**config.mk**
```make
export PLATFORM = sky130hd
export DESIGN_NAME = positional_list_engine
export DESIGN_NICKNAME = d
export VERILOG_FILES = /design/src/design/ple_pkg.sv /design/src/design/ple_cell.sv /design/src/design/ple_first_match.sv /design/src/design/positional_list_engine.sv
export SDC_FILE = /design/constraint.sdc
export NUM_CORES = 1
export LEC_CHECK = 0
export BUFFER_PORTS_ARGS = -buffer_cell sky130_fd_sc_hd__buf_2
export CORE_MARGIN = 2
export CORE_UTILIZATION = 25
export CTS_CLUSTER_SIZE = 40
export DETAILED_ROUTE_END_ITERATION = 12
export PLACE_DENSITY = 0.47
export SYNTH_ARGS = -nofsm -noshare
export SYNTH_HDL_FRONTEND = slang
export SYNTH_HIERARCHICAL = 1
export SYNTH_SLANG_ARGS = --single-unit
```
**constraint.sdc**
```tcl
create_clock -name clock -period 9.2 [get_ports clock]
set_input_delay 0.46 -clock clock [delete_from_list [all_inputs] [get_ports clock]]
set_output_delay 0.46 -clock clock [all_outputs]
set_load 0.01 [all_outputs]
```
**src/design/ple_pkg.sv**
```systemverilog
// shared types and constants of the positional list engine
`default_nettype none

package ple_pkg;

   localparam int VALUE_W    = 32;
   localparam int POS_W      = 4;
   localparam int OP_W       = 2;
   localparam int CELL_IDX_W = 7;

   localparam logic [OP_W-1:0] OP_INSERT = 2'd0;
   localparam logic [OP_W-1:0] OP_DELETE = 2'd1;
   localparam logic [OP_W-1:0] OP_SEARCH = 2'd2;

   // broadcast to every cell of the chain
   typedef struct packed {
      logic               ins;
      logic               del;
      logic [POS_W-1:0]   slot;
      logic [VALUE_W-1:0] key;
   } cell_ctl_type;

endpackage

`default_nettype wire

```
**src/design/ple_cell.sv**
```systemverilog
// one list cell: holds an entry, shifts with its neighbours, compares against the key
`default_nettype none

module ple_cell #(
   parameter int INDEX = 0
) (
   input  wire logic                          clock,
   input  wire ple_pkg::cell_ctl_type         ctl,
   input  wire logic [ple_pkg::VALUE_W-1:0]   left_value,
   input  wire logic [ple_pkg::VALUE_W-1:0]   right_value,
   output logic      [ple_pkg::VALUE_W-1:0]   entry_value,
   output logic                               match
);

   localparam logic [ple_pkg::CELL_IDX_W-1:0] IDX = ple_pkg::CELL_IDX_W'(INDEX);

   logic [ple_pkg::VALUE_W-1:0]    entry_ff;
   logic [ple_pkg::VALUE_W-1:0]    entry_in;
   logic [ple_pkg::CELL_IDX_W-1:0] slot_ext;

   assign slot_ext = ple_pkg::CELL_IDX_W'(ctl.slot);

   always_comb begin
      entry_in = entry_ff;
      if (ctl.ins) begin
         if (IDX == slot_ext) begin
            entry_in = ctl.key;
         end else if (IDX > slot_ext) begin
            entry_in = left_value;
         end
      end else if (ctl.del) begin
         // close the gap from the right
         if (IDX >= slot_ext) begin
            entry_in = right_value;
         end
      end
   end

   always_ff @(posedge clock) begin
      entry_ff <= entry_in;
   end

   assign entry_value = entry_ff;
   assign match       = (entry_ff == ctl.key);

endmodule

`default_nettype wire

```
**src/design/ple_first_match.sv**
```systemverilog
// priority encoder: one-based position of the lowest set match bit
`default_nettype none

module ple_first_match #(
   parameter int N  = 8,
   parameter int PW = $clog2(N + 1)
) (
   input  wire logic [N-1:0]  match,
   output logic               hit,
   output logic [PW-1:0]      position
);

   always_comb begin
      position = '0;
      for (int i = N - 1; i >= 0; i--) begin
         if (match[i]) begin
            position = PW'(i + 1);
         end
      end
   end

   assign hit = |match;

endmodule

`default_nettype wire

```
**src/design/positional_list_engine.sv**
```systemverilog
// top level of the positional list engine: cell chain, control and result register
//
// usage
//   request channel req_*: req_op (0 insert, 1 delete, 2 search), req_position
//   (one-based) and req_value. a transfer happens on a rising edge with
//   req_valid high and req_stall low.
//   result channel rsp_*: rsp_ok, rsp_found_position, rsp_read_value and
//   rsp_entry_count, one result per request, in request order.
// timing
//   on the transfer edge the cell chain shifts and every cell's compare of
//   its entry with the key is registered in the match stage. the priority
//   encoder works on the match stage, and the result register takes its
//   output when the match stage advances. a new request is taken only once
//   the match stage has passed the last request on to the result register.
// stalling
//   while rsp_stall holds a result, the result register keeps its payload
//   and the encoded result waits in the match stage; req_stall stays high
//   until that stage has drained.
// reset
//   reset empties the list (count zero) and drops any pending result; the
//   entry storage itself is not cleared since only entries below the count
//   are ever read.
`default_nettype none

module positional_list_engine #(
   parameter int CAPACITY = 8
) (
   input  wire logic                                clock,
   input  wire logic                                reset,
   // request channel
   input  wire logic                                req_valid,
   output logic                                     req_stall,
   input  wire logic        [ple_pkg::OP_W-1:0]     req_op,
   input  wire logic        [ple_pkg::POS_W-1:0]    req_position,
   input  wire logic signed [ple_pkg::VALUE_W-1:0]  req_value,
   // result channel
   output logic                                     rsp_valid,
   input  wire logic                                rsp_stall,
   output logic                                     rsp_ok,
   output logic             [ple_pkg::POS_W-1:0]    rsp_found_position,
   output logic signed      [ple_pkg::VALUE_W-1:0]  rsp_read_value,
   output logic             [ple_pkg::POS_W-1:0]    rsp_entry_count
);

   // count width, and a compare width wide enough for count + 1 and position
   localparam int CW   = $clog2(CAPACITY + 1);
   localparam int CMPW = ((CW > ple_pkg::POS_W) ? CW : ple_pkg::POS_W) + 1;
   localparam int PW   = $clog2(CAPACITY + 1);

   // list count
   logic [CW-1:0] cnt_ff;
   logic [CW-1:0] cnt_in;

   // match stage
   logic                          s1_valid_ff, s1_valid_in;
   logic                          s1_ok_ff;
   logic                          s1_search_ff;
   logic [CAPACITY-1:0]           s1_match_ff;
   logic [ple_pkg::VALUE_W-1:0]   s1_read_ff;
   logic [CW-1:0]                 s1_count_ff;

   // result register
   logic                          rsp_valid_ff, rsp_valid_in;
   logic                          rsp_ok_ff;
   logic [ple_pkg::POS_W-1:0]     rsp_found_ff;
   logic [ple_pkg::VALUE_W-1:0]   rsp_read_ff;
   logic [ple_pkg::POS_W-1:0]     rsp_count_ff;

   logic                          req_xfer;
   logic                          s1_adv;
   logic                          ins_ok;
   logic                          del_ok;
   logic [CMPW-1:0]               pos_ext;
   logic [CMPW-1:0]               cnt_ext;
   logic [ple_pkg::POS_W-1:0]     slot;
   logic [ple_pkg::VALUE_W-1:0]   read_sel;
   logic [CAPACITY-1:0]           cell_match;
   logic [CAPACITY-1:0]           live_match;
   logic [ple_pkg::VALUE_W-1:0]   cell_value [CAPACITY];
   ple_pkg::cell_ctl_type         ctl;
   logic                          enc_hit;
   logic [PW-1:0]                 enc_pos;

   assign req_xfer  = req_valid && !req_stall;
   assign req_stall = s1_valid_ff;
   assign s1_adv    = s1_valid_ff && (!rsp_valid_ff || !rsp_stall);

   assign pos_ext = CMPW'(req_position);
   assign cnt_ext = CMPW'(cnt_ff);
   assign slot    = req_position - ple_pkg::POS_W'(1);

   // request decode
   always_comb begin
      ins_ok = 1'b0;
      del_ok = 1'b0;
      unique case (req_op)
         ple_pkg::OP_INSERT: begin
            ins_ok = (cnt_ext < CMPW'(CAPACITY)) && (req_position != '0) &&
                     (pos_ext <= cnt_ext + CMPW'(1));
         end
         ple_pkg::OP_DELETE: begin
            del_ok = (cnt_ff != '0) && (req_position != '0) && (pos_ext <= cnt_ext);
         end
         default: begin
         end
      endcase
   end

   // broadcast to the chain, only on a transfer
   always_comb begin
      ctl.ins  = req_xfer && ins_ok;
      ctl.del  = req_xfer && del_ok;
      ctl.slot = slot;
      ctl.key  = req_value;
   end

   // the chain of cells
   for (genvar g = 0; g < CAPACITY; g++) begin : g_cell
      logic [ple_pkg::VALUE_W-1:0] left_v;
      logic [ple_pkg::VALUE_W-1:0] right_v;

      if (g == 0) begin : g_first
         assign left_v = cell_value[g];
      end else begin : g_left
         assign left_v = cell_value[g-1];
      end

      if (g == CAPACITY - 1) begin : g_last
         assign right_v = cell_value[g];
      end else begin : g_right
         assign right_v = cell_value[g+1];
      end

      ple_cell #(
         .INDEX(g)
      ) u_cell (
         .clock       (clock),
         .ctl         (ctl),
         .left_value  (left_v),
         .right_value (right_v),
         .entry_value (cell_value[g]),
         .match       (cell_match[g])
      );

      // only entries in use may match
      assign live_match[g] = cell_match[g] && (CMPW'(g) < cnt_ext);
   end

   // value leaving on a delete
   always_comb begin
      read_sel = '0;
      for (int i = 0; i < CAPACITY; i++) begin
         if (CMPW'(i) == CMPW'(slot)) begin
            read_sel = cell_value[i];
         end
      end
   end

   always_comb begin
      cnt_in = cnt_ff;
      if (ctl.ins) begin
         cnt_in = cnt_ff + CW'(1);
      end else if (ctl.del) begin
         cnt_in = cnt_ff - CW'(1);
      end
   end

   always_comb begin
      s1_valid_in = s1_valid_ff;
      if (req_xfer) begin
         s1_valid_in = 1'b1;
      end else if (s1_adv) begin
         s1_valid_in = 1'b0;
      end
   end

   always_comb begin
      rsp_valid_in = rsp_valid_ff && rsp_stall;
      if (s1_adv) begin
         rsp_valid_in = 1'b1;
      end
   end

   ple_first_match #(
      .N  (CAPACITY),
      .PW (PW)
   ) u_first_match (
      .match    (s1_match_ff),
      .hit      (enc_hit),
      .position (enc_pos)
   );

   // control state
   always_ff @(posedge clock) begin
      if (reset) begin
         cnt_ff       <= '0;
         s1_valid_ff  <= 1'b0;
         rsp_valid_ff <= 1'b0;
      end else begin
         cnt_ff       <= cnt_in;
         s1_valid_ff  <= s1_valid_in;
         rsp_valid_ff <= rsp_valid_in;
      end
   end

   // payload registers
   always_ff @(posedge clock) begin
      if (req_xfer) begin
         s1_ok_ff     <= ins_ok || del_ok;
         s1_search_ff <= (req_op == ple_pkg::OP_SEARCH);
         s1_match_ff  <= live_match;
         s1_read_ff   <= del_ok ? read_sel : '0;
         s1_count_ff  <= cnt_in;
      end
      if (s1_adv) begin
         rsp_ok_ff    <= s1_ok_ff || (s1_search_ff && enc_hit);
         rsp_found_ff <= (s1_search_ff && enc_hit) ? ple_pkg::POS_W'(enc_pos) : '0;
         rsp_read_ff  <= s1_read_ff;
         rsp_count_ff <= ple_pkg::POS_W'(s1_count_ff);
      end
   end

   assign rsp_valid          = rsp_valid_ff;
   assign rsp_ok             = rsp_ok_ff;
   assign rsp_found_position = rsp_found_ff;
   assign rsp_read_value     = rsp_read_ff;
   assign rsp_entry_count    = rsp_count_ff;

endmodule

`default_nettype wire

```
# Word-level counts from Yosys, hierarchy flattened
# Index checks and enable logic that the tools add are counted.
# Widths: inputs -> output; s select.
# totals
register_bits,349
word_cells,187
# classes
addsub,4
n_lt_le_gt_ge,25
eq_ne,24
muxes,59
n_bitwise,1
n_reduce_logical,51
# op_table
operator,n
$mux 32,44
$eq 32x32->1,8
$reduce_and 3->1,7
$reduce_bool 2->1,10
$logic_and 1x1->1,18
$ne 3x1->1 const B,6
$eq 3x4->1 const A,4
$gt 3x4->1 const A,4
$lt 3x4->1 const A,4
$reduce_or 8->1,2
$ge 3x4->1 const A,3
$mux 3,4
$mux 4,3
$eq 2x4->1 const A,2
$ge 1x4->1 const A,2
$ge 2x4->1 const A,2
$gt 2x4->1 const A,2
$lt 1x4->1 const A,2
$lt 2x4->1 const A,2
$reduce_bool 4->1,2
$sub 4x1->4 const B,2
$logic_not 7->1,1
$mux 1,6
$add 4x1->5 const B,1
18 further kinds,23

# Longest topological paths before layout
# logic_depth
ltp_word,10
ltp_mapped,11

# By module
# Netlist, hierarchy kept.
# by_module_without_submodules
module,n_inst,cells_per_inst,area_per_inst_um2
positional_list_engine,1,649,6364.9
ple_cell (g_cell[4].u_cell),1,185,2042.0
ple_cell (g_cell[5].u_cell),1,185,2029.4
ple_cell (g_cell[7].u_cell),1,184,2014.4
ple_cell (g_cell[6].u_cell),1,185,2011.9
ple_cell (g_cell[3].u_cell),1,185,2008.2
ple_cell (g_cell[2].u_cell),1,184,2004.4
ple_cell (g_cell[1].u_cell),1,184,2001.9
ple_cell (g_cell[0].u_cell),1,183,1996.9
ple_first_match,1,14,88.8

# Worst setup path after synthesis
# Ideal clock, no wire load.
# synth_path
path_type,reg-to-reg
startpoint,register cnt_ff[2]
endpoint,"register g_cell[2].u_cell.entry_ff (netlist bit g_cell[2].u_cell/entry_value[0]), enable pin"
setup_time_ns,0.595
arrival_ns,7.483
required_ns,8.605
setup_slack_ns,1.123
stages_incl_launch_ff,10
n_path_buf,1
path_cell_list,dfxtp_1 clkbuf_1 nand3_1 xnor2_1 ha_1 nand4_1 a2bb2oi_1 a21oi_1 nor2_1 a2111oi_0
# synth_rtl
item,line,text
from (decl),positional_list_engine.sv:51,logic [CW-1:0] cnt_ff;
from (signal assigned),positional_list_engine.sv:200,cnt_ff <= cnt_in;
to (signal assigned),ple_cell.sv:40,entry_ff <= entry_in;
to (decl),ple_cell.sv:17,logic [ple_pkg::VALUE_W-1:0] entry_ff;

==> results.tsv <==
stage	metric	value	unit
critical_path	CP peak stage delay	0.96	ns
global_routing	initial antenna violation count	21	
floorplanning	Core Area	89700	sq um
routing	DRT antenna net count	0	
sta	Clock Skews	0.0246	ns
sta	Final setup viols	0	
routing	via/cell ratio	5.07	
floorplanning	I/O Pins	85	
critical_path	WP data required	9.48	ns
critical_path	crit path max-delay cell type	buf_4	
placed_design	routability cong.	0.849	
placed_design	dpl hpwl	49200	microns
critical_path	Worst setup SP type	register	
clock_tree	CTS max path bufs	3	
global_routing	number of global-route vias before repair	16600	
layout	commonest cells after routing, fill and taps aside	a21oi_1, edfxtp_1, nor2_1	
routing	drt pass-1 iters	8	
layout	sequential cell area	10400	sq um
pwr	pwr/cell area	151	nW/um^2
sta	Fmax achieved	213	MHz
layout	Area growth syn-to-layout	11.8	%
clock_tree	CTS Sinks	349	
synth	Seq/Total Area, Yosys	46.2	%
synth	xor/xnor cell area share of the yosys netlist	10.2	%
job	max-cap violations	0	
sta	Tcrit/Tclk final	51.0	%
synth	syn_nets	2195	
sta	Hold Vio Cnt, Final	0	
layout	commonest non-fill, non-tap cell in the layout	a21oi_1	
global_routing	total gr overflow	0	
critical_path	critical path class	reg2reg	
critical_path	CP cell instances	inv_1 > ha_1 > inv_1 > ha_1 > nand2b_1 > nand4b_1 > a21oi_4 > buf_4 > buf_4 > a21oi_1	
layout	area taken by multi-input logic gates	11200	sq um
synth	Compound-Gate Fraction of Synth Area	14.1	%
placed_design	# port buffers	84	
status	outcome	finished, final reports clean	
clock_tree	CTS Hold Buffers Added	0	
layout	Fillers	9480	
routing	vias	17100	
floorplanning	DIE AREA	92700	sq um
synth	#FFs+latches synth	349	
synth	number of flops mapped to enable cells by yosys	343	
sta	RSZ-0062 raised after global routing	no	
floorplanning	die height	304	microns
global_routing	GR Util All Layers	16.2	%
clock_tree	TritonCTS clock tree	done	
routing	DRC viols	0	
clock_tree	CTS root buffer	clkbuf_16	
pwr	Overall Power	3810	uW
floorplanning	Die Width	304	microns
critical_path	CP bufs+invs	4	
synth	Yosys warning total	6	
clock_tree	# resized after CTS	0	
clock_tree	Clk Latency, worst-skew pair	0.58	ns
synth	ys async rst share	0	%
hold_path	HP Class	in2reg	
sta	Slew @ Worst Pin	1.28	ns
floorplanning	row count	110	
critical_path	crit-path max FO	108	
synth	mux contribution to synthesized area	11.6	%
layout	fin nets	2214	
clock_tree	CTS Buf Count	40	
routing	initial DRC count	1642	
sta	worst rel slew slack	13.5	%
clock_tree	CTS H-Tree Depth	2	
pwr	Peak VDD IR	0.0000865	V
sta	post-layout min period	4.69	ns
global_routing	pin count of the biggest net entering global routing	182	
synth	Post-Synth Simple-Gate Area	12.3	%
critical_path	Crit path max-delay family	buffers and inverters	
synth	mean post-synth cell area	10.6	sq um
synth	Synth cell types	66	
synth	dominant synthesized flop cell	edfxtp_1	
synth	adder-cell share of the synthesized area	0.832	%
synth	main combinational cell family by area after synthesis	compound AO/OA/AOI/OAI gates	
critical_path	critical path arrival	4.97	ns
routing	wire length per cell	23.0	microns
layout	layout cells sized above 1	10.8	%
global_routing	first-pass GRT wire length	113000	microns
synth	Post-Synthesis Cell Area	22600	sq um
floorplanning	Initial Util	25.1	%
critical_path	crit end category	register	
pwr	Leak Pwr	0.00889	uW
routing	final wirelength	77500	microns
sta	Final Max Tran Viols	0	
clock_tree	Worst-path clk slew	0.06	ns
sta	sum of negative setup slack	0	ns
synth	cells after synthesis	2138	
clock_tree	setup repair bufs after CTS	0	
==> synth_stat cells, drive strengths merged (11+ instances only) <==
master,n,share of area [%]
xor2,257,10
o211a,24,1.1
nand4,18,0.50
edfxtp,343,46
buf,80,3.0
nor3,11,0.41
clkbuf,64,1.1
mux2i,257,11
nor2b,14,0.39
nand2,69,1.1
o21ai,44,0.98
a21oi,346,7.7
a2111oi,32,2.0
nor2,322,5.4
a222oi,31,1.4
inv,38,0.63
and3b,31,1.2
ha,15,0.83
nor4,69,2.1
==> sequential cells by signal, summed over array words and instances (netlist names) <==
signal / cells
s1_ok_ff: 1
rsp_ok: 1
s1_match_ff: 8
g_cell.u_cell/entry_value: 256
s1_read_ff: 32
req_stall: 1
rsp_read_value: 32
rsp_valid: 1
rsp_found_position: 4
cnt_ff: 4
s1_count_ff: 4
rsp_entry_count: 4
s1_search_ff: 1
==> stage by stage <==
step / utilization [%] / setup WS (ns) / std cells / area [sq um] / hold WS [ns]
5_1_grt: 28.1 / 4.10 / 3363 / 25200 / 0.164
2_1_floorplan: - / 1.12 / 2138 / 22600 / 0.400
6_report: 28.1 / 4.51 / 3368 / 25200 / 0.175
3_5_place_dp: 26.7 / 3.94 / 3291 / 24000 / 0.405
4_1_cts: 28.1 / 4.55 / 3361 / 25200 / 0.144
3_3_place_gp: 26.7 / 4.08 / 3291 / 24000 / 0.407
==> per-layer routing <==
metal  up-vias  part of all wire (%)  GRT usage [%]  wire length [microns]
met5         -                  0.10              0                     81
met4        12                   3.6           6.17                   2760
met3       128                   6.6           3.36                   5130
met2       600                    47           26.6                  36500
met1      8381                    43           20.8                  33000
li1       7943                     -              -                      -
==> tightest hold or removal path, cell delays in order <==
cell	delay (ns)
buf_2	0.11
nor2_1	0.08
nor3_1	0.05
==> logic make-up (layout without fill, tap and decap cells) <==
| kind of cell | after synthesis | in the layout |
|---|---|---|
| AND/OR/NAND/NOR | 563 | 563 |
| AO/OA/AOI/OAI | 506 | 506 |
| flip-flops | 349 | 349 |
| XOR/XNOR | 263 | 263 |
| multiplexers | 260 | 260 |
| buffers and inverters | 182 | 229 |
| adder cells (fa/ha/maj) | 15 | 15 |
| other | 0 | 7 |
==> cell type report <==
class / instances / share of cell area (%)
multi-input cells: 1607 / 44.5
flip-flops and latches: 349 / 41.3
well taps: 1176 / 5.84
clock buffers: 47 / 4.16
repair buffers: 121 / 2.82
clock inverters: 23 / 0.734
inverters: 38 / 0.566
diodes: 7 / 0.0695
==> power breakdown <==
part | switching (uW) | internal [uW]
clock | 680 | 896
combinational | 296 | 141
sequential | 22.5 | 1780
==> path summary, 6_finish.rpt <==
check                  from                              end  slack, ns  depth (start not counted)
max               cnt_ff[0]  g_cell[7].u_cell/entry_value[7]       4.51                         10
max reg2reg       cnt_ff[0]  g_cell[7].u_cell/entry_value[7]       4.51                         10
min               req_valid                        req_stall       0.18                          3
min reg2reg  s1_read_ff[23]               rsp_read_value[23]       0.42                          0
Power figures use the tool's default switching activity.
